**config.mk**
```make
export PLATFORM = sky130hd
export DESIGN_NAME = cie_rsp_fifo
export DESIGN_NICKNAME = d
export VERILOG_FILES = /design/src/design/cie_pkg.sv /design/src/design/cie_rsp_fifo.sv
export SDC_FILE = /design/constraint.sdc
export NUM_CORES = 1
export LEC_CHECK = 0
export ABC_AREA = 1
export BUFFER_PORTS_ARGS = -buffer_cell sky130_fd_sc_hd__buf_2
export CAP_MARGIN = 20
export CELL_PAD_IN_SITES_DETAIL_PLACEMENT = 0
export CELL_PAD_IN_SITES_GLOBAL_PLACEMENT = 1
export CORE_MARGIN = 2
export CORE_UTILIZATION = 43
export DETAILED_ROUTE_END_ITERATION = 10
export HOLD_SLACK_MARGIN = 0.12
export PLACE_DENSITY = 0.83
export REMOVE_ABC_BUFFERS = 1
export SETUP_SLACK_MARGIN = 0.3
export SYNTH_ARGS = -nofsm -noshare
export SYNTH_HDL_FRONTEND = slang
export SYNTH_SLANG_ARGS = --single-unit
```
**constraint.sdc**
```tcl
create_clock -name clock -period 3.85 [get_ports clock]
set_input_delay 0.9625 -clock clock [delete_from_list [all_inputs] [get_ports clock]]
set_output_delay 0.9625 -clock clock [all_outputs]
set_load 0.02 [all_outputs]
```
**src/design/cie_pkg.sv**
```systemverilog
// shared types and constants of the custom isa execute unit
`default_nettype none

package cie_pkg;

   localparam int PC_W        = 12;
   localparam int RAM_AW      = 16;
   localparam int RAM_DEPTH   = 1 << RAM_AW;
   localparam int LEN_W       = 13;
   localparam int OPC_W       = 5;
   localparam int REG_IN_W    = 4;
   localparam int IMM_W       = 16;
   localparam int OUT_DATA_W  = 32;

   localparam int RSP_FIFO_DEPTH = 4;
   localparam int RSP_FIFO_PTR_W = 2;
   localparam int RSP_FIFO_CNT_W = 3;

   localparam int CSR_AW     = 3;
   localparam int CSR_DATA_W = 32;
   localparam logic [CSR_AW-3:0] CSR_IDX_PROGRAM_LENGTH = '0;

   typedef enum logic [OPC_W-1:0] {
      OP_LD   = 5'd0,
      OP_ST   = 5'd1,
      OP_ADD  = 5'd2,
      OP_SUB  = 5'd3,
      OP_ADDI = 5'd4,
      OP_AND  = 5'd5,
      OP_OR   = 5'd6,
      OP_SHL  = 5'd7,
      OP_SHR  = 5'd8,
      OP_BEQ  = 5'd9,
      OP_BLE  = 5'd10,
      OP_BLT  = 5'd11,
      OP_JSUB = 5'd12,
      OP_RET  = 5'd13,
      OP_PUSH = 5'd14,
      OP_POP  = 5'd15
   } op_type;

   typedef struct packed {
      logic [PC_W-1:0]       next_pc;
      logic                  reg_write;
      logic [REG_IN_W-1:0]   write_reg;
      logic [OUT_DATA_W-1:0] write_value;
      logic                  mem_write;
      logic [RAM_AW-1:0]     mem_addr;
      logic [OUT_DATA_W-1:0] mem_data;
      logic                  branch_taken;
      logic                  illegal;
      logic                  halted;
   } rsp_type;

endpackage

`default_nettype wire

```
**src/design/cie_rsp_fifo.sv**
```systemverilog
// result queue between the execute pipeline and the response channel
`default_nettype none

module cie_rsp_fifo (
   input  wire logic                              clock,
   input  wire logic                              reset,
   input  wire logic                              push,
   input  wire cie_pkg::rsp_type                  push_data,
   input  wire logic                              pop,
   output logic                                   head_valid,
   output cie_pkg::rsp_type                       head_data,
   output logic      [cie_pkg::RSP_FIFO_CNT_W-1:0] count
);

   import cie_pkg::*;

   rsp_type                   entry_ff [RSP_FIFO_DEPTH];
   logic [RSP_FIFO_PTR_W-1:0] wr_ptr_ff;
   logic [RSP_FIFO_PTR_W-1:0] rd_ptr_ff;
   logic [RSP_FIFO_CNT_W-1:0] count_ff;
   logic [RSP_FIFO_CNT_W-1:0] count_in;
   logic                      do_pop;

   assign head_valid = (count_ff != '0);
   assign do_pop     = pop && head_valid;

   always_comb begin
      count_in = count_ff;
      if (push && !do_pop) begin
         count_in = count_ff + RSP_FIFO_CNT_W'(1);
      end else if (!push && do_pop) begin
         count_in = count_ff - RSP_FIFO_CNT_W'(1);
      end
   end

   always_ff @(posedge clock) begin
      if (push) begin
         entry_ff[wr_ptr_ff] <= push_data;
      end
   end

   always_ff @(posedge clock) begin
      if (reset) begin
         wr_ptr_ff <= '0;
         rd_ptr_ff <= '0;
         count_ff  <= '0;
      end else begin
         if (push) begin
            wr_ptr_ff <= wr_ptr_ff + RSP_FIFO_PTR_W'(1);
         end
         if (do_pop) begin
            rd_ptr_ff <= rd_ptr_ff + RSP_FIFO_PTR_W'(1);
         end
         count_ff <= count_in;
      end
   end

   assign head_data = entry_ff[rd_ptr_ff];
   assign count     = count_ff;

endmodule

`default_nettype wire

```
Word-level counts from Yosys, hierarchy flattened
Memory sizes are Yosys's and may differ from the RTL's. A register that Yosys moved wholly into a read port is not among the register bits. Index checks and enable logic that the tools add are counted.

Flip-flop bits (word level): 7. Bits in latches: 0. Bits in writable memories: 404. Memory bits (read-only): 0. Input port bits: 105. Output and inout bits: 105. Logic and storage cells: 21. Memories kept: 1.

$add $sub $neg: 4. Multiply operators: 0. Divide/modulo/power cells: 0. Order comparisons: 0. Equality and inequality tests: 0. Shifts and indexed selects: 0. Muxes and demuxes: 6. Bitwise gates (word level): 0. Reductions and logical operators: 7.

Memories: entry_ff (words 4, bits a word 101, read ports 1, clocked after memory_dff 1, wr ports 1, RTL line cie_rsp_fifo.sv:17) `rsp_type entry_ff [RSP_FIFO_DEPTH];`.

Operators by type and width (count): 3-bit two-way mux (2); 2-bit by 1-bit adder with 2-bit output (second input constant) (2); 2-bit two-way mux (2); 3-bit by 1-bit adder with 3-bit output (second input constant) (1); 1-bit logical AND (3); 3-bit nonzero test (1); 3-bit by 1-bit subtractor with 3-bit output (second input constant) (1); 1-bit logical NOT (2); 1-bit two-way mux (2); 2-bit nonzero test (1).

Depth between registers and ports, before layout
Word-level depth: 5. Depth in mapped cells: 12. Gate-level depth less buffers: 12.

Worst setup path before layout
OpenSTA, ideal clock, no wires.

Path type: input to register. From: input port push. To: memory entry_ff[2][0] (netlist bit) (enable). Arrival time: 2.947 ns. Required time: 3.396 ns. Setup slack: 0.449 ns. Stages on the path: 2. Cell sequence: nand2_1 inv_1.

Word-level cells in the longest chain between the ends: 2.

RTL lines: start, declared (RTL line cie_rsp_fifo.sv:7) `input wire logic push,`; 1-bit two-way mux (RTL line cie_rsp_fifo.sv:37) `if (push) begin`; 1-bit two-way mux (not written as such) (RTL line cie_rsp_fifo.sv:38) `entry_ff[wr_ptr_ff] <= push_data;`; end, declared (RTL line cie_rsp_fifo.sv:17).

Every way passes these cells.

==> impl_metrics.py <==
metrics = {
    "power": {
        "power.leakage_nw": 6.547,
        "power.total_mw": 12.19,
        "ir_worst_vdd_mv": 0.4945,
        "p_per_area_nw_per_um2": 642.2,
    },
    "finish": {
        "fin_nets": 1356,
        "regArea_um2": 12320,
        "multiInputGateArea_um2": 3327,
        "fill_cells": 3131,
        "syn_to_final_growth_pct": 16.95,
        "final_common_cell": "edfxtp_1",
        "fin_util": 0.5074,
        "final_cell_mix": "404 x edfxtp_1, 209 x buf_2, 128 x nor2_1",
        "drive_gt1_frac": 0.3550,
    },
    "clocking": {
        "cts_buffers": 43,
        "cts_root_buf": "clkbuf_16",
        "cts_tree": "yes",
        "cts_hold_buf": 0,
        "clk_path_buf_depth": 3,
        "postCtsSetupBuffers": 0,
        "cts_num_sinks": 413,
        "cts_max_level": 2,
        "clk_latency_ns": 0.55,
        "cts.clk_slew.worst_paths_ns": 0.06,
    },
    "detailed_routing": {
        "met1Wirelength_um": 14400,
        "dr.first_iter.drc_count": 554,
        "drtAntennaViolNets": 0,
        "vias": 9211,
        "wl_met2_um": 16550,
        "totalWireLength_um": 34220,
        "via_per_inst": 5.146,
        "wl_per_cell_um": 19.12,
        "maxUsedRoutingLayer": "met5",
        "drtPass1Iterations": 5,
        "wl_met3_um": 2449,
        "drc": 0,
    },
    "die": {
        "ioPinCount": 210,
        "die_height_um": 198.3,
        "die_w_um": 198.3,
        "core_area_um2": 37400,
        "die_area_um2": 39300,
        "num_rows": 71,
        "initial_utilization": 0.4338,
    },
    "timing": {
        "skew_ns": 0.01586,
        "hold_violations": 0,
        "tightest_slew_ns": 1.100,
        "relSlewSlack": 0.2665,
        "clock.fmax_mhz": 289.7,
        "fin_crit_sh": 0.8965,
        "maxSlewViolCount": 0,
        "fin_crit_ns": 3.451,
        "rsz0062_at_grt": "no",
        "finalSetupViolCount": 0,
    },
    "grt": {
        "grt_max_degree": 203,
        "grtUsageTotal": 0.1744,
        "grt_pass1_wl_um": 51680,
        "grt_pass1_vias": 9184,
        "antenna_found_initial": 6,
        "gr-total-overflow": 0,
    },
    "critical_path": {
        "critPathBufInv": 2,
        "path_cells": "buf_16 -> o21ai_0 -> o22ai_2 -> buf_2",
        "worstSetupPathType": "register to primary output",
        "cp_max_fo": 202,
        "crit_path_end_kind": "primary output",
        "r2r_start": "wr_ptr_ff[0]",
        "crit_path_top_delay_cell": "buf_16",
        "slowest_delay_ns": 0.57,
        "crit_family": "buffers and inverters",
        "worstPathArrival_ns": 2.49,
        "worst_ep_required_time_ns": 2.89,
        "critPathLaunchType": "register",
    },
    "logic_synthesis": {
        "synthCells": 1039,
        "ys_seq_elements": 413,
        "yosysWarnings": 0,
        "synth_seq_area_share": 0.7588,
        "syn_area_per_cell_um2": 15.62,
        "synth_top_area_frac": 0.7477,
        "synthesis.area_um2": 16230,
        "synth_top_area_cell": "edfxtp_1",
        "synth_area_leaders": "edfxtp_1 75%, o22ai_2 6.2%, o21ai_0 3.8%",
        "yosysUniqueCellTypes": 21,
    },
    "placed_design": {
        "portBuffers": 209,
        "hpwlAfterDp_um": 18860,
        "place.gp.congestion": 0.7067,
    },
    "status": {
        "outcome": "finished, final reports clean",
    },
    "min_path": {
        "min_path_type": "register to register",
        "worstHoldStart": "rd_ptr_ff[1]",
    },
    "flow_run": {
        "max_cap_violations": 0,
    },
}
==> cells in the mapped netlist (all sizes together) <==
| cell | count |
|---|---|
| edfxtp | 404 |
| nor2 | 208 |
| o21ai | 205 |
| o22ai | 101 |
| buf | 54 |
| inv | 16 |
| nand2 | 15 |
| clkbuf | 12 |
| dfxtp | 9 |
| a21oi | 5 |
| ha | 5 |
| nand3 | 3 |
| fa | 1 |
| xor2 | 1 |
==> layout make-up <==
class | count | area share
well taps | 511 | 0.03369
clock inverters | 20 | 0.006594
diodes | 3 | 0.0003956
clock buffers | 56 | 0.06152
repair buffers | 227 | 0.06923
inverters | 16 | 0.004022
multi-input cells | 544 | 0.1753
flip-flops and latches | 413 | 0.6492
==> registers in the layout, summed over array words and instances, names as in the netlist, named ones only <==
register,count
entry_ff,404
rd_ptr_ff,2
count,3
wr_ptr_ff,2
==> path summary, 6_finish.rpt <==
kind	endpoint	slack (ns)	depth (start not counted)
worst min register to register	register	0.50	2
worst max register to register	entry_ff[0][74]	1.89	5
worst max-delay path	head_data[15]	0.40	4
worst min-delay path	register	0.50	2
==> power by group <==
group          switching (mW)  internal, mW  total, mW
sequential             0.0757          5.16       5.24
clock                    1.61          2.20       3.81
combinational            2.14         0.998       3.14
==> cells by family after synthesis <==
| family | Yosys count | share of synthesized area |
|---|---|---|
| buffers and inverters | 82 | 0.03617 |
| adder cells (fa/ha/maj) | 6 | 0.005090 |
| AO/OA/AOI/OAI | 311 | 0.1346 |
| XOR/XNOR | 1 | 0.0005399 |
| flip-flops | 413 | 0.7588 |
| AND/OR/NAND/NOR | 226 | 0.06485 |
==> worst register-to-register path, delay by kind of cell, from the launching register on <==
family                     cells  cell delay [ns]
buffers and inverters          3             1.06
DFF                            1             0.33
adders and majority gates      1             0.17
and+or+nand+nor                1             0.09
==> stage by stage <==
step	cells	setup WS, ns	TNS [ns]	area (µm²)	hold slack (ns)
3_3_place_gp	1711	1.025	0	17670	0.4764
5_1_grt	1788	0.3108	0	18970	0.5314
3_5_place_dp	1711	0.9884	0	17670	0.4888
4_1_cts	1787	0.3680	0	18960	0.4980
6_report	1790	0.3986	0	18980	0.4960
2_1_floorplan	973	-5.410	-537.03	15700	0.4594
==> repair_timing <==
action | 4_1_cts | 5_1_grt
gates resized for setup | 0 | 1
endpoints found under the hold margin | 0 | 0
endpoints found under the setup margin | 0 | 22
==> per-layer routing <==
metal,vias up,global-route usage
met4,6,0.06377
met1,4548,0.2181
met5,-,0
met2,252,0.2881
met3,62,0.05161
li1,4343,-
No activity file was read; power rests on OpenSTA's default activity.
