`src/design/cie_regfile.sv`:
```
// register file: two synchronous banks with registered reads and per-entry valid bits
`default_nettype none

module cie_regfile #(
   parameter int REG_COUNT  = 16,
   parameter int DATA_WIDTH = 32,
   parameter int IDX_W      = 4
) (
   input  wire logic                  clock,
   input  wire logic                  reset,
   input  wire logic                  rd_en,
   input  wire logic [IDX_W-1:0]      rd_addr_a,
   input  wire logic [IDX_W-1:0]      rd_addr_b,
   input  wire logic [IDX_W-1:0]      rd_addr_c,
   output logic      [DATA_WIDTH-1:0] rd_data_a,
   output logic      [DATA_WIDTH-1:0] rd_data_b,
   output logic      [DATA_WIDTH-1:0] rd_data_c,
   input  wire logic                  wr_en,
   input  wire logic [IDX_W-1:0]      wr_addr,
   input  wire logic [DATA_WIDTH-1:0] wr_data
);

   logic [DATA_WIDTH-1:0] bank_a  [REG_COUNT];
   logic [DATA_WIDTH-1:0] bank_bc [REG_COUNT];
   logic [REG_COUNT-1:0]  valid_ff;

   logic [DATA_WIDTH-1:0] data_a_ff;
   logic [DATA_WIDTH-1:0] data_b_ff;
   logic [DATA_WIDTH-1:0] data_c_ff;
   logic                  valid_a_ff;
   logic                  valid_b_ff;
   logic                  valid_c_ff;

   // read-first banks
   always_ff @(posedge clock) begin
      if (wr_en) begin
         bank_a[wr_addr]  <= wr_data;
         bank_bc[wr_addr] <= wr_data;
      end
      if (rd_en) begin
         data_a_ff <= bank_a[rd_addr_a];
         data_b_ff <= bank_bc[rd_addr_b];
         data_c_ff <= bank_bc[rd_addr_c];
      end
   end

   always_ff @(posedge clock) begin
      if (reset) begin
         valid_ff   <= '0;
         valid_a_ff <= 1'b0;
         valid_b_ff <= 1'b0;
         valid_c_ff <= 1'b0;
      end else begin
         if (wr_en) begin
            valid_ff[wr_addr] <= 1'b1;
         end
         if (rd_en) begin
            valid_a_ff <= valid_ff[rd_addr_a];
            valid_b_ff <= valid_ff[rd_addr_b];
            valid_c_ff <= valid_ff[rd_addr_c];
         end
      end
   end

   // never-written registers read as zero
   assign rd_data_a = valid_a_ff ? data_a_ff : '0;
   assign rd_data_b = valid_b_ff ? data_b_ff : '0;
   assign rd_data_c = valid_c_ff ? data_c_ff : '0;

endmodule

`default_nettype wire

```
`config.mk`:
```
export PLATFORM = sky130hd
export DESIGN_NAME = cie_regfile
export DESIGN_NICKNAME = d
export VERILOG_FILES = /design/src/design/cie_regfile.sv
export SDC_FILE = /design/constraint.sdc
export NUM_CORES = 1
export LEC_CHECK = 0
export CAP_MARGIN = 20
export CORE_MARGIN = 2
export CORE_UTILIZATION = 45
export DETAILED_ROUTE_END_ITERATION = 7
export DONT_BUFFER_PORTS = 1
export HOLD_SLACK_MARGIN = 0.08
export PLACE_DENSITY = 0.67
export SLEW_MARGIN = 30
export SYNTH_ARGS = -nofsm -noshare
export SYNTH_HDL_FRONTEND = slang
export SYNTH_SLANG_ARGS = --single-unit
```
`constraint.sdc`:
```
create_clock -name clock -period 5.1 [get_ports clock]
set_input_delay 0.51 -clock clock [delete_from_list [all_inputs] [get_ports clock]]
set_output_delay 0.51 -clock clock [all_outputs]
set_load 0.05 [all_outputs]
```
======== Yosys cells after proc, flatten, opt, wreduce, memory -nomap -nowiden ========
Memories as Yosys holds them, arrays and structs flattened. A register that Yosys moved wholly into a read port is not among the register bits.
Index checks and enable logic that the tools add are counted.
W data, S select, Z words.
cells by class
  reduce and logical (&&, ||, !) cells .... 1
  mux-type cells .......................... 13
  bitwise logic cells ..................... 1
  $lt $le $gt $ge ......................... 5
operator list
  kind                  count
  $mux W32              3
  $lt A4 B5 Y1 const B  4
  $or A16 B16 Y16       1
  $bmux W1 S4           3
  $mux W1               6
  $demux W1 S4          1
  $ge A4 B1 Y1 const B  1
  $logic_and A1 B1 Y1   1
storage, ports and cells
  word-level logic and storage cells ...... 26
  register bits ........................... 19
  bits in writable memories ............... 1,024
  output and inout port bits .............. 96
  memories ................................ 2
  input bits .............................. 52
memories
  memory   depth  width  rd ports  clocked after Yosys merged registers in  wr ports  line  source
  bank_a   16     32     1         1                                        1         23    logic [DATA_WIDTH-1:0] bank_a [REG_COUNT];
  bank_bc  16     32     2         2                                        1         24    logic [DATA_WIDTH-1:0] bank_bc [REG_COUNT];

======== Depth between registers and ports, before layout ========
Gate-level depths: netlist of the first run.
  word-level depth ........................ 5
  depth in mapped cells ................... 7
  mapped depth without buffers ............ 4

======== Worst setup path after synthesis of the first run ========
OpenSTA, ideal clock, no wires.
  kind .................................... input to register
  start ................................... in wr_addr[0]
  end ..................................... mem bank_bc[0][0] (enable)
  stages on the path ...................... 2
  path buffers ............................ 0
  library setup time ...................... 0.464 ns
  path slack .............................. 1.358 ns
  arrival time ............................ 3.279 ns
  data required time ...................... 4.636 ns
  path through ............................ or3b_2 > nor3_1
RTL lines
  what             line  source
  start, declared  19    input wire logic [IDX_W-1:0] wr_addr,
  end, declared    24
Straight into the memory's write port.

======== Final worst setup path of the first run ========
  start ................................... reg valid_c_ff
  end ..................................... out rd_data_c[10]
between the ends
  longest elaborated chain between the ends .. 1
ends and longest elaborated chain
  what                    line  source
  start, declared         32    logic valid_c_ff;
  start signal, assigned  60    valid_c_ff <= valid_ff[rd_addr_c];
  $mux W32                68    assign rd_data_c = valid_c_ff ? data_c_ff : '0;
  end, declared           17    output logic [DATA_WIDTH-1:0] rd_data_c,
Every way passes these cells.

==> results of run 1 <==
-- path summary, 6_finish.rpt --
kind,startpoint,end,slack (ps),depth (start not counted)
worst min-delay path,rd_addr_c[2],valid_c_ff,110,1
worst max-delay path,valid_c_ff,rd_data_c[10],2700,1
worst min register to register,valid_ff[7],valid_ff[7],520,2
worst max register to register,bank_bc[15][8],data_a_ff[8],3310,2
-- layout make-up --
class                      instances  area, um2
fill                            5526      34800
clock buffer                      86       1830
timing repair buffer              56        643
tap                              940       1180
sequential                       627      18600
antenna                            1       2.50
multi-input combinational        664      12200
clock inverter                    34        338
-- sequential cells by signal, indices dropped and copies added, names as in the netlist --
signal and cells:
valid_b_ff 1, valid_a_ff 1, valid_c_ff 1, data_a_ff 32
valid_ff 16, data_c_ff 32, data_b_ff 32, bank_bc 512
-- cells in the final DEF (no fill, tap or decap), drive strengths merged --
cell           n
clkinvlp       5
or3b           2
dfxtp         19
nor2          44
a2bb2oi        1
nand3b         2
nor3           4
nand2b         3
o311ai         1
bufinv         6
clkbuf        86
clkinv        21
mux2i          5
dlygate4sd3   33
diode          1
mux4         491
buf           23
mux2           2
and2          96
edfxtp       608
o21ai          2
nand4b         1
inv            2
nand2          1
nor2b          3
a31oi          2
nand3          2
or3            2
-- stage by stage --
stage	util	cell area, um2	cells	total power [mW]
2_1_floorplan	-	31500	1414	6.77
3_3_place_gp	0.461	32100	2247	6.73
3_5_place_dp	0.463	32300	2251	6.74
4_1_cts	0.499	34800	2405	11.7
5_1_grt	0.500	34800	2407	11.9
6_report	0.500	34800	2408	11.6
-- report_power, final --
| part | switching (mW) | internal [mW] | total, mW |
|---|---|---|---|
| Combinational | 0.312 | 0.510 | 0.822 |
| Clock | 1.99 | 2.86 | 4.85 |
| Sequential | 0.0750 | 5.84 | 5.91 |
-- what timing repair did --
action | in CTS | in global routing
hold endpoints to repair | 626 | 0
hold buffers | 34 | 0
setup endpoints to repair | 0 | 0
-- metal layers --
layer | vias to the layer above | share of wire | track usage
met1 | 8907 | 0.41 | 0.337
met5 | - | 0.00059 | 0
met3 | 135 | 0.093 | 0.0610
li1 | 6339 | - | -
met4 | 8 | 0.022 | 0.0599
met2 | 818 | 0.48 | 0.361
-- cell families (layout without fill, tap and decap cells) --
logic type	Yosys count	in the layout
and+or+nand+nor	160	160
DFF	627	627
AOI/OAI and AO/OA	6	6
other	0	1
buffers and inverters	123	176
muxes	498	498
==> results.sh, run 1 <==
export IMPL_status="completed"
export IMPL_die_w_um=269
export IMPL_drv_cap=0
export IMPL_irDropWorstVdd_v=0.000230
export IMPL_power_density_nw_per_um2=332
export IMPL_yosysSeqAreaShare=0.592
export IMPL_ys_seq_elements=627
export IMPL_cts_setup_buffers=0
export IMPL_cp_top_family="flip-flops"
export IMPL_cp_max_fo=33
export IMPL_clk_pin_slew_ps=60
export IMPL_synth_async_reset_ratio=0
export IMPL_power_leakage_nw=10.7
export IMPL_yosys_warnings=0
export IMPL_synth_compound_area_frac=0.00127
export IMPL_synth_edff_count=608
export IMPL_synth_area_um2=31500
export IMPL_area_growth_pct=10.6
export IMPL_drt_pass1_iterations=5
export IMPL_rows=97
export IMPL_die_h_um=269
export IMPL_synth_area_leaders="edfxtp_1 (58%), mux4_2 (34%), and2_1 (1.9%)"
export IMPL_viasPerCell=6.73
export IMPL_synth_cell_types=27
export IMPL_max_stage_delay_ps=730
export IMPL_grt_overflow=0
export IMPL_wl_per_cell_um=34.0
export IMPL_synth_top_family_by_area="multiplexers"
export IMPL_period_share=0.471
export IMPL_hold_viol=0
export IMPL_grt_max_degree=134
export IMPL_grt_util_all_layers=0.235
export IMPL_ys_flop_type="edfxtp_1"
export IMPL_whs_ps=106
export IMPL_clkLatencyLatePin_ps=600
export IMPL_crit_slowest_cell="dfxtp_4"
export IMPL_worst_pin_slew_ps=959
export IMPL_synth_avg_cell_area_um2=22.3
export IMPL_crit_required_ps=4590
export IMPL_portBuffers=0
export IMPL_initialDrtViolationCount=2109
export IMPL_ys_top_cells_by_count="edfxtp_1 (608), mux4_2 (482), and2_1 (96), clkbuf_1 (48), nor2_1 (44)"
export IMPL_cts_buffers=69
export IMPL_critPathArrivalTime_ps=1890
export IMPL_setup_slack_ps=2700
export IMPL_crit_path_start_kind="register"
export IMPL_max_slew_margin=0.359
export IMPL_cts_resized=0
export IMPL_clock_path_buffers=3
export IMPL_core_area_um2=69700
export IMPL_cp_end_kind="output port"
export IMPL_post_route_min_period_ps=2400
export IMPL_yosysMostFrequentCell="edfxtp_1"
export IMPL_synth_xor_area_frac=0
export IMPL_cp_cell_sequence="and2_1"
export IMPL_antenna_found_initial=7
export IMPL_wirelength_um=81800
export IMPL_finalSetupTns_ps=0
export IMPL_cts_root_buf="clkbuf_16"
export IMPL_fin_worst_skew_ps=27.7
export IMPL_grt_pass1_vias=17200
export IMPL_post_dp_hpwl_um=43500
export IMPL_grt_pass1_wl_um=120000
export IMPL_ios=148
export IMPL_drive_above_1_share=0.426
export IMPL_ant_nets=0
export IMPL_drc=0
export IMPL_yosys_area_share_simple=0.0283
export IMPL_synth_nets=1466
export IMPL_cts_tree="done"
export IMPL_netlist_instances=1414
export IMPL_critPathBufInv=0
export IMPL_pre_cts_ws_ps=2380
export IMPL_fin_nets=1470
export IMPL_globalplace_congestion=0.750
export IMPL_vias=16200
export IMPL_htreeDepth=3
export IMPL_synthMuxAreaShare=0.354
export IMPL_hold_class="in -> reg"
export IMPL_clock_sinks=627
export IMPL_synthAdderAreaFrac=0
export IMPL_dieArea_um2=72100
export IMPL_synth_top_area_cell="edfxtp_1"
export IMPL_path_class="reg -> out"
export IMPL_finalSetupViolCount=0
export IMPL_rsz0062_at_grt="no"
export IMPL_fmax_ghz=0.416
export IMPL_initial_core_util=0.452
export IMPL_netlist_area_leader_share=0.580
export IMPL_drv_slew=0
Power figures use the tool's default switching activity.
==> inputs of run 2 (changes only) <==
- clock period: 5.1 -> 2.3 ns (I/O delays scaled with it)
==> run 2 against run 1 <==
  * The run now ends with hold timing left
  * Core utilization is 0.61 points higher
  * Non-clock buffer count increased by 19
  * Clock-buffer cell count unchanged
  * Die area did not move
  * Critical path depth up 2
  * Largest power group unchanged
==> results.sh, run 2 (synthesis gave the netlist of run 1 again) <==
export IMPL_drc=0
export IMPL_portBuffers=0
export IMPL_violations="hold timing"
export IMPL_ff2ff_setup_slack_ps=110
export IMPL_routed_top_layer="met5"
export IMPL_finalPower_mw=25.9
export IMPL_path_class="reg -> reg"
export IMPL_wl_met1_um=31700
export IMPL_stdcell_area_um2=35300
export IMPL_startpoint="bank_bc[8][22]"
export IMPL_rsz0062_at_grt="no"
export IMPL_largest_reg_flops=512
export IMPL_cts_setup_buffers=0
export IMPL_core_area_um2=69700
export IMPL_cts_tree="done"
export IMPL_power_internal_mw=20.6
export IMPL_fin_nets=1489
export IMPL_top_register="bank_bc"
export IMPL_cpMostUsedCell="mux4_2"
export IMPL_area_growth_pct=12.0
export IMPL_place_area_um2=32400
export IMPL_most_common_layout_cells="edfxtp_1 (608), mux4_2 (482), and2_1 (96)"
export IMPL_fillers=5464
export IMPL_grt_pass1_vias=17200
export IMPL_p_switching_mw=5.28
export IMPL_worstReg2RegEnd="data_b_ff[22]"
export IMPL_rows=97
export IMPL_power_density_nw_per_um2=734
export IMPL_cp_end_kind="register"
export IMPL_viasPerCell=6.76
export IMPL_finalSetupViolCount=0
export IMPL_min_from="rd_en"
export IMPL_worst_pin_slew_ps=844
export IMPL_power_frac_comb=0.075
export IMPL_drv_cap=0
export IMPL_post_route_min_period_ps=2190
export IMPL_cts_buffers=69
export IMPL_drive_above_1_share=0.420
export IMPL_crit_path_start_kind="register"
export IMPL_clock_path_buffers=3
export IMPL_drv_slew=0
export IMPL_cp_max_fo=3
export IMPL_power_leakage_nw=10.8
export IMPL_seqPwrFrac=0.507
export IMPL_grt_max_degree=134
export IMPL_ctsHoldBuffers=53
export IMPL_cts_root_buf="clkbuf_16"
export IMPL_p_sw_frac=0.204
export IMPL_irDropWorstVdd_v=0.000439
export IMPL_htreeDepth=3
export IMPL_clock_power_share=0.418
export IMPL_final_common_cell="edfxtp_1"
export IMPL_met3_length_um=9050
export IMPL_fmax_ghz=0.456
export IMPL_max_slew_margin=0.436
export IMPL_whs_ps=-227
export IMPL_clk_pin_slew_ps=60
export IMPL_die_w_um=269
export IMPL_max_stage_delay_ps=560
export IMPL_grt_util_all_layers=0.236
export IMPL_critPathArrivalTime_ps=2520
export IMPL_grt_overflow=0
export IMPL_antenna_found_initial=4
export IMPL_hold_class="in -> reg"
export IMPL_initialDrtViolationCount=2061
export IMPL_initial_core_util=0.452
export IMPL_finalSetupTns_ps=0
export IMPL_endpoint="data_b_ff[22]"
export IMPL_wirelength_um=82400
export IMPL_crit_required_ps=2630
export IMPL_cts_resized=0
export IMPL_fin_worst_skew_ps=16.5
export IMPL_hold_viol=96
export IMPL_cp_cell_sequence="mux4_2, mux4_2, dlygate4sd3_1"
export IMPL_clkLatencyLatePin_ps=600
export IMPL_globalplace_congestion=0.768
export IMPL_drt_pass1_iterations=5
export IMPL_antenna_cells=0
export IMPL_post_dp_hpwl_um=39900
export IMPL_crit_slowest_cell="dlygate4sd3_1"
export IMPL_ios=148
export IMPL_worstRegToRegCells=3
export IMPL_period_share=0.953
export IMPL_grt_pass1_wl_um=120000
export IMPL_vias=16400
export IMPL_dieArea_um2=72100
export IMPL_wl_per_cell_um=34.0
export IMPL_wl_met2_um=39800
export IMPL_clock_sinks=627
export IMPL_status="finished, violations left"
export IMPL_die_h_um=269
export IMPL_ant_nets=0
export IMPL_r2r_start="bank_bc[8][22]"
==> run 2: worst max-delay path: cells and delay by family (launching register included) <==
| kind | cells | cell delay (ps) |
|---|---|---|
| mux | 2 | 960 |
| buf+inv | 1 | 560 |
| flops | 1 | 420 |
==> run 2: layout make-up <==
class	instances	area, um2	share of cell area
clock inverter	30	294	0.00834
multi-input combinational	664	12200	0.347
tap	940	1180	0.0333
clock buffer	86	1910	0.0540
timing repair buffer	75	1030	0.0291
sequential	627	18600	0.528
==> run 2: how the worst min path moves through the flow <==
stage	depth (start not counted)	slack [ps]	to
finish	0	-230	data_a_ff[30]
global route	0	-260	data_a_ff[30]
CTS	0	-260	data_a_ff[30]
detailed placement	1	320	valid_ff[9]
global placement	1	320	valid_ff[1]
floorplan	0	330	bank_bc[0][0]
==> run 2: routing by layer <==
metal,up-vias,GRT usage
li1,6377,-
met1,8901,0.334
met5,-,0
met4,4,0.0590
met3,134,0.0582
met2,961,0.371
==> run 2: power groups by stage <==
stage | logic (mW) | registers [mW] | clock network (mW)
after floorplan | 1.73 | 13.3 | 0
after global placement | 1.56 | 13.3 | 0
after detailed placement | 1.57 | 13.4 | 0
after CTS | 1.94 | 13.1 | 11.0
after global routing | 2.03 | 13.2 | 11.5
final | 1.94 | 13.1 | 10.8
==> run 2: through the flow <==
step                hold WS (ps)  utilization  setup WS (ps)  cells
detailed placement           319        0.466            592   2253
floorplan                    329            -           -305   1414
finish                      -227        0.506            109   2422
CTS                         -258        0.506           74.8   2422
global placement             317        0.466            619   2253
global route                -257        0.506           26.9   2422
==> inputs of run 3 (changes only) <==
- CTS_BUF_LIST: not set -> sky130_fd_sc_hd__clkbuf_8
==> run 3 against run 2 <==
  * The run still ends with hold timing left
  * Global-route usage grew 1.9 points
  * Via count increased by 7.3%
  * Sequential power about the same
  * Sequential share of layout area is 2.2 points lower
  * Final cell count rose by 9.9%
  * Clock skew up 8.1 ps
  * Critical path depth did not move
  * Setup slack worse by 43 ps
  * Core utilization rose by 2.2 points
  * Maximum frequency fell by 1.9%
  * Critical path type unchanged
==> results.sh, run 3 (synthesis gave the netlist of run 1 again) <==
export IMPL_status="finished, violations left"
export IMPL_violations="hold timing"
export IMPL_cts_buffers=106
export IMPL_clock_sinks=627
export IMPL_rsz0062_at_grt="no"
export IMPL_fmax_ghz=0.447
export IMPL_worstReg2RegEnd="data_c_ff[2]"
export IMPL_fin_cells=2661
export IMPL_max_stage_delay_ps=570
export IMPL_grt_overflow=0
export IMPL_irDropWorstVdd_v=0.000419
export IMPL_place_area_um2=32400
export IMPL_cp_top_family="multiplexers"
export IMPL_antenna_found_initial=9
export IMPL_crit_slowest_cell="dlygate4sd3_1"
export IMPL_final_core_util=0.529
export IMPL_die_h_um=269
export IMPL_crit_path_start_kind="register"
export IMPL_grt_max_degree=120
export IMPL_drc=0
export IMPL_dieArea_um2=72100
export IMPL_cp_cell_sequence="mux4_1, dlygate4sd3_1, mux4_2"
export IMPL_core_area_um2=69700
export IMPL_die_w_um=269
export IMPL_ant_nets=0
export IMPL_worst_pin_slew_ps=792
export IMPL_path_class="reg -> reg"
export IMPL_fin_nets=1680
export IMPL_post_route_min_period_ps=2230
export IMPL_period_share=0.972
export IMPL_wirelength_um=89600
export IMPL_whs_ps=-331
export IMPL_crit_required_ps=2740
export IMPL_cts_setup_buffers=0
export IMPL_largest_reg_flops=512
export IMPL_globalplace_congestion=0.768
export IMPL_placed_cells=2253
export IMPL_grt_pass1_wl_um=128000
export IMPL_r2r_start="bank_bc[13][2]"
export IMPL_worstRegToRegCells=3
export IMPL_cts_tree="done"
export IMPL_most_common_layout_cells="edfxtp_1 (608), mux4_2 (482), dlygate4sd3_1 (194)"
export IMPL_drv_slew=0
export IMPL_viasPerCell=6.60
export IMPL_critical_path_depth=3
export IMPL_initialDrtViolationCount=2200
export IMPL_hold_depth=0
export IMPL_area_growth_pct=16.9
export IMPL_htreeDepth=3
export IMPL_drive_above_1_share=0.417
export IMPL_rows=97
export IMPL_post_dp_hpwl_um=39900
export IMPL_ff2ff_setup_slack_ps=70
export IMPL_fin_worst_skew_ps=24.6
export IMPL_grt_pass1_vias=18600
export IMPL_cp_end_kind="register"
export IMPL_portBuffers=0
export IMPL_clk_pin_slew_ps=60
export IMPL_finalSetupViolCount=0
export IMPL_drv_cap=0
export IMPL_grt_util_all_layers=0.255
export IMPL_critPathArrivalTime_ps=2670
export IMPL_final_common_cell="edfxtp_1"
export IMPL_vias=17600
export IMPL_ios=148
export IMPL_hold_class="in -> reg"
export IMPL_critPathBufInv=1
export IMPL_hold_viol=96
export IMPL_min_from="rd_en"
export IMPL_initial_core_util=0.452
export IMPL_max_slew_margin=0.470
export IMPL_stdcell_area_um2=36800
export IMPL_wl_per_cell_um=33.7
export IMPL_power_density_nw_per_um2=685
export IMPL_top_register="bank_bc"
export IMPL_drt_pass1_iterations=5
export IMPL_cp_max_fo=3
export IMPL_power_leakage_nw=11.6
export IMPL_clock_path_buffers=3
export IMPL_cts_root_buf="clkbuf_8"
export IMPL_holdPathEnd="data_a_ff[30]"
export IMPL_startpoint="bank_bc[13][2]"
export IMPL_clkLatencyLatePin_ps=710
-- run 3: cell count changes in the layout (fill, tap and decap cells not counted), moves of 3 or more --
| cell | previous run | this run |
|---|---|---|
| clkbuf_8 | 3 | 126 |
| and2_1 | 96 | 76 |
| clkinv_2 | 3 | 23 |
| buf_16 | 6 | 11 |
| diode_2 | 0 | 3 |
| inv_1 | 0 | 23 |
| clkbuf_1 | 10 | 0 |
| bufinv_16 | 6 | 1 |
| clkbuf_16 | 73 | 0 |
| and2_2 | 0 | 20 |
| clkinv_1 | 16 | 19 |
| dlygate4sd3_1 | 47 | 194 |
-- run 3: cell type report --
type	instances	area (um2)
fill	5467	32800
sequential	627	18600
multi-input combinational	664	12300
timing repair buffer	229	2660
clock buffer	126	1730
tap	940	1180
clock inverter	72	352
antenna	3	7.51
-- run 3: per-layer routing --
| layer | track usage | up-vias | wire (um) | part of all wire |
|---|---|---|---|---|
| met5 | 0 | - | 50 | 0.00056 |
| met1 | 0.351 | 9498 | 33700 | 0.38 |
| met4 | 0.0806 | 8 | 2700 | 0.030 |
| li1 | - | 6793 | - | - |
| met3 | 0.0663 | 184 | 10400 | 0.12 |
| met2 | 0.402 | 1090 | 42800 | 0.48 |
-- run 3: repair_timing --
item	4_1_cts	5_1_grt
pin swaps	0	0
endpoints found under the setup margin	4	16
resized for setup	4	16
hold buffers	204	3
endpoints found under the hold margin	851	101
-- run 3: worst max path at each step --
stage / end / slack (ps)
after floorplan: bank_bc[4][0] / -310
after global placement: bank_bc[0][29] / 620
after detailed placement: bank_bc[0][26] / 590
after CTS: rd_data_c[18] / 5
after global routing: data_c_ff[13] / 10
final: data_c_ff[2] / 70
-- run 3: through the flow --
| step | setup WS [ps] | power, mW | setup TNS (ps) |
|---|---|---|---|
| 2_1_floorplan | -305 | 15.0 | -29190 |
| 3_3_place_gp | 619 | 14.9 | 0 |
| 3_5_place_dp | 592 | 14.9 | 0 |
| 4_1_cts | 4.58 | 25.4 | 0 |
| 5_1_grt | 10.7 | 26.1 | 0 |
| 6_report | 65.2 | 25.2 | 0 |
-- run 3: worst register-to-register path, stage by stage, from the launching register on --
cell	delay (ps)
edfxtp_1	410
mux4_1	510
dlygate4sd3_1	570
mux4_2	470
-- run 3: power breakdown --
group / internal, mW / leakage, nW / total (mW) / switching (mW)
clock: 5.10 / 1.18 / 9.69 / 4.59
sequential: 12.9 / 5.72 / 13.1 / 0.186
combinational: 1.42 / 4.75 / 2.41 / 0.993
total: 19.5 / 11.6 / 25.2 / 5.77
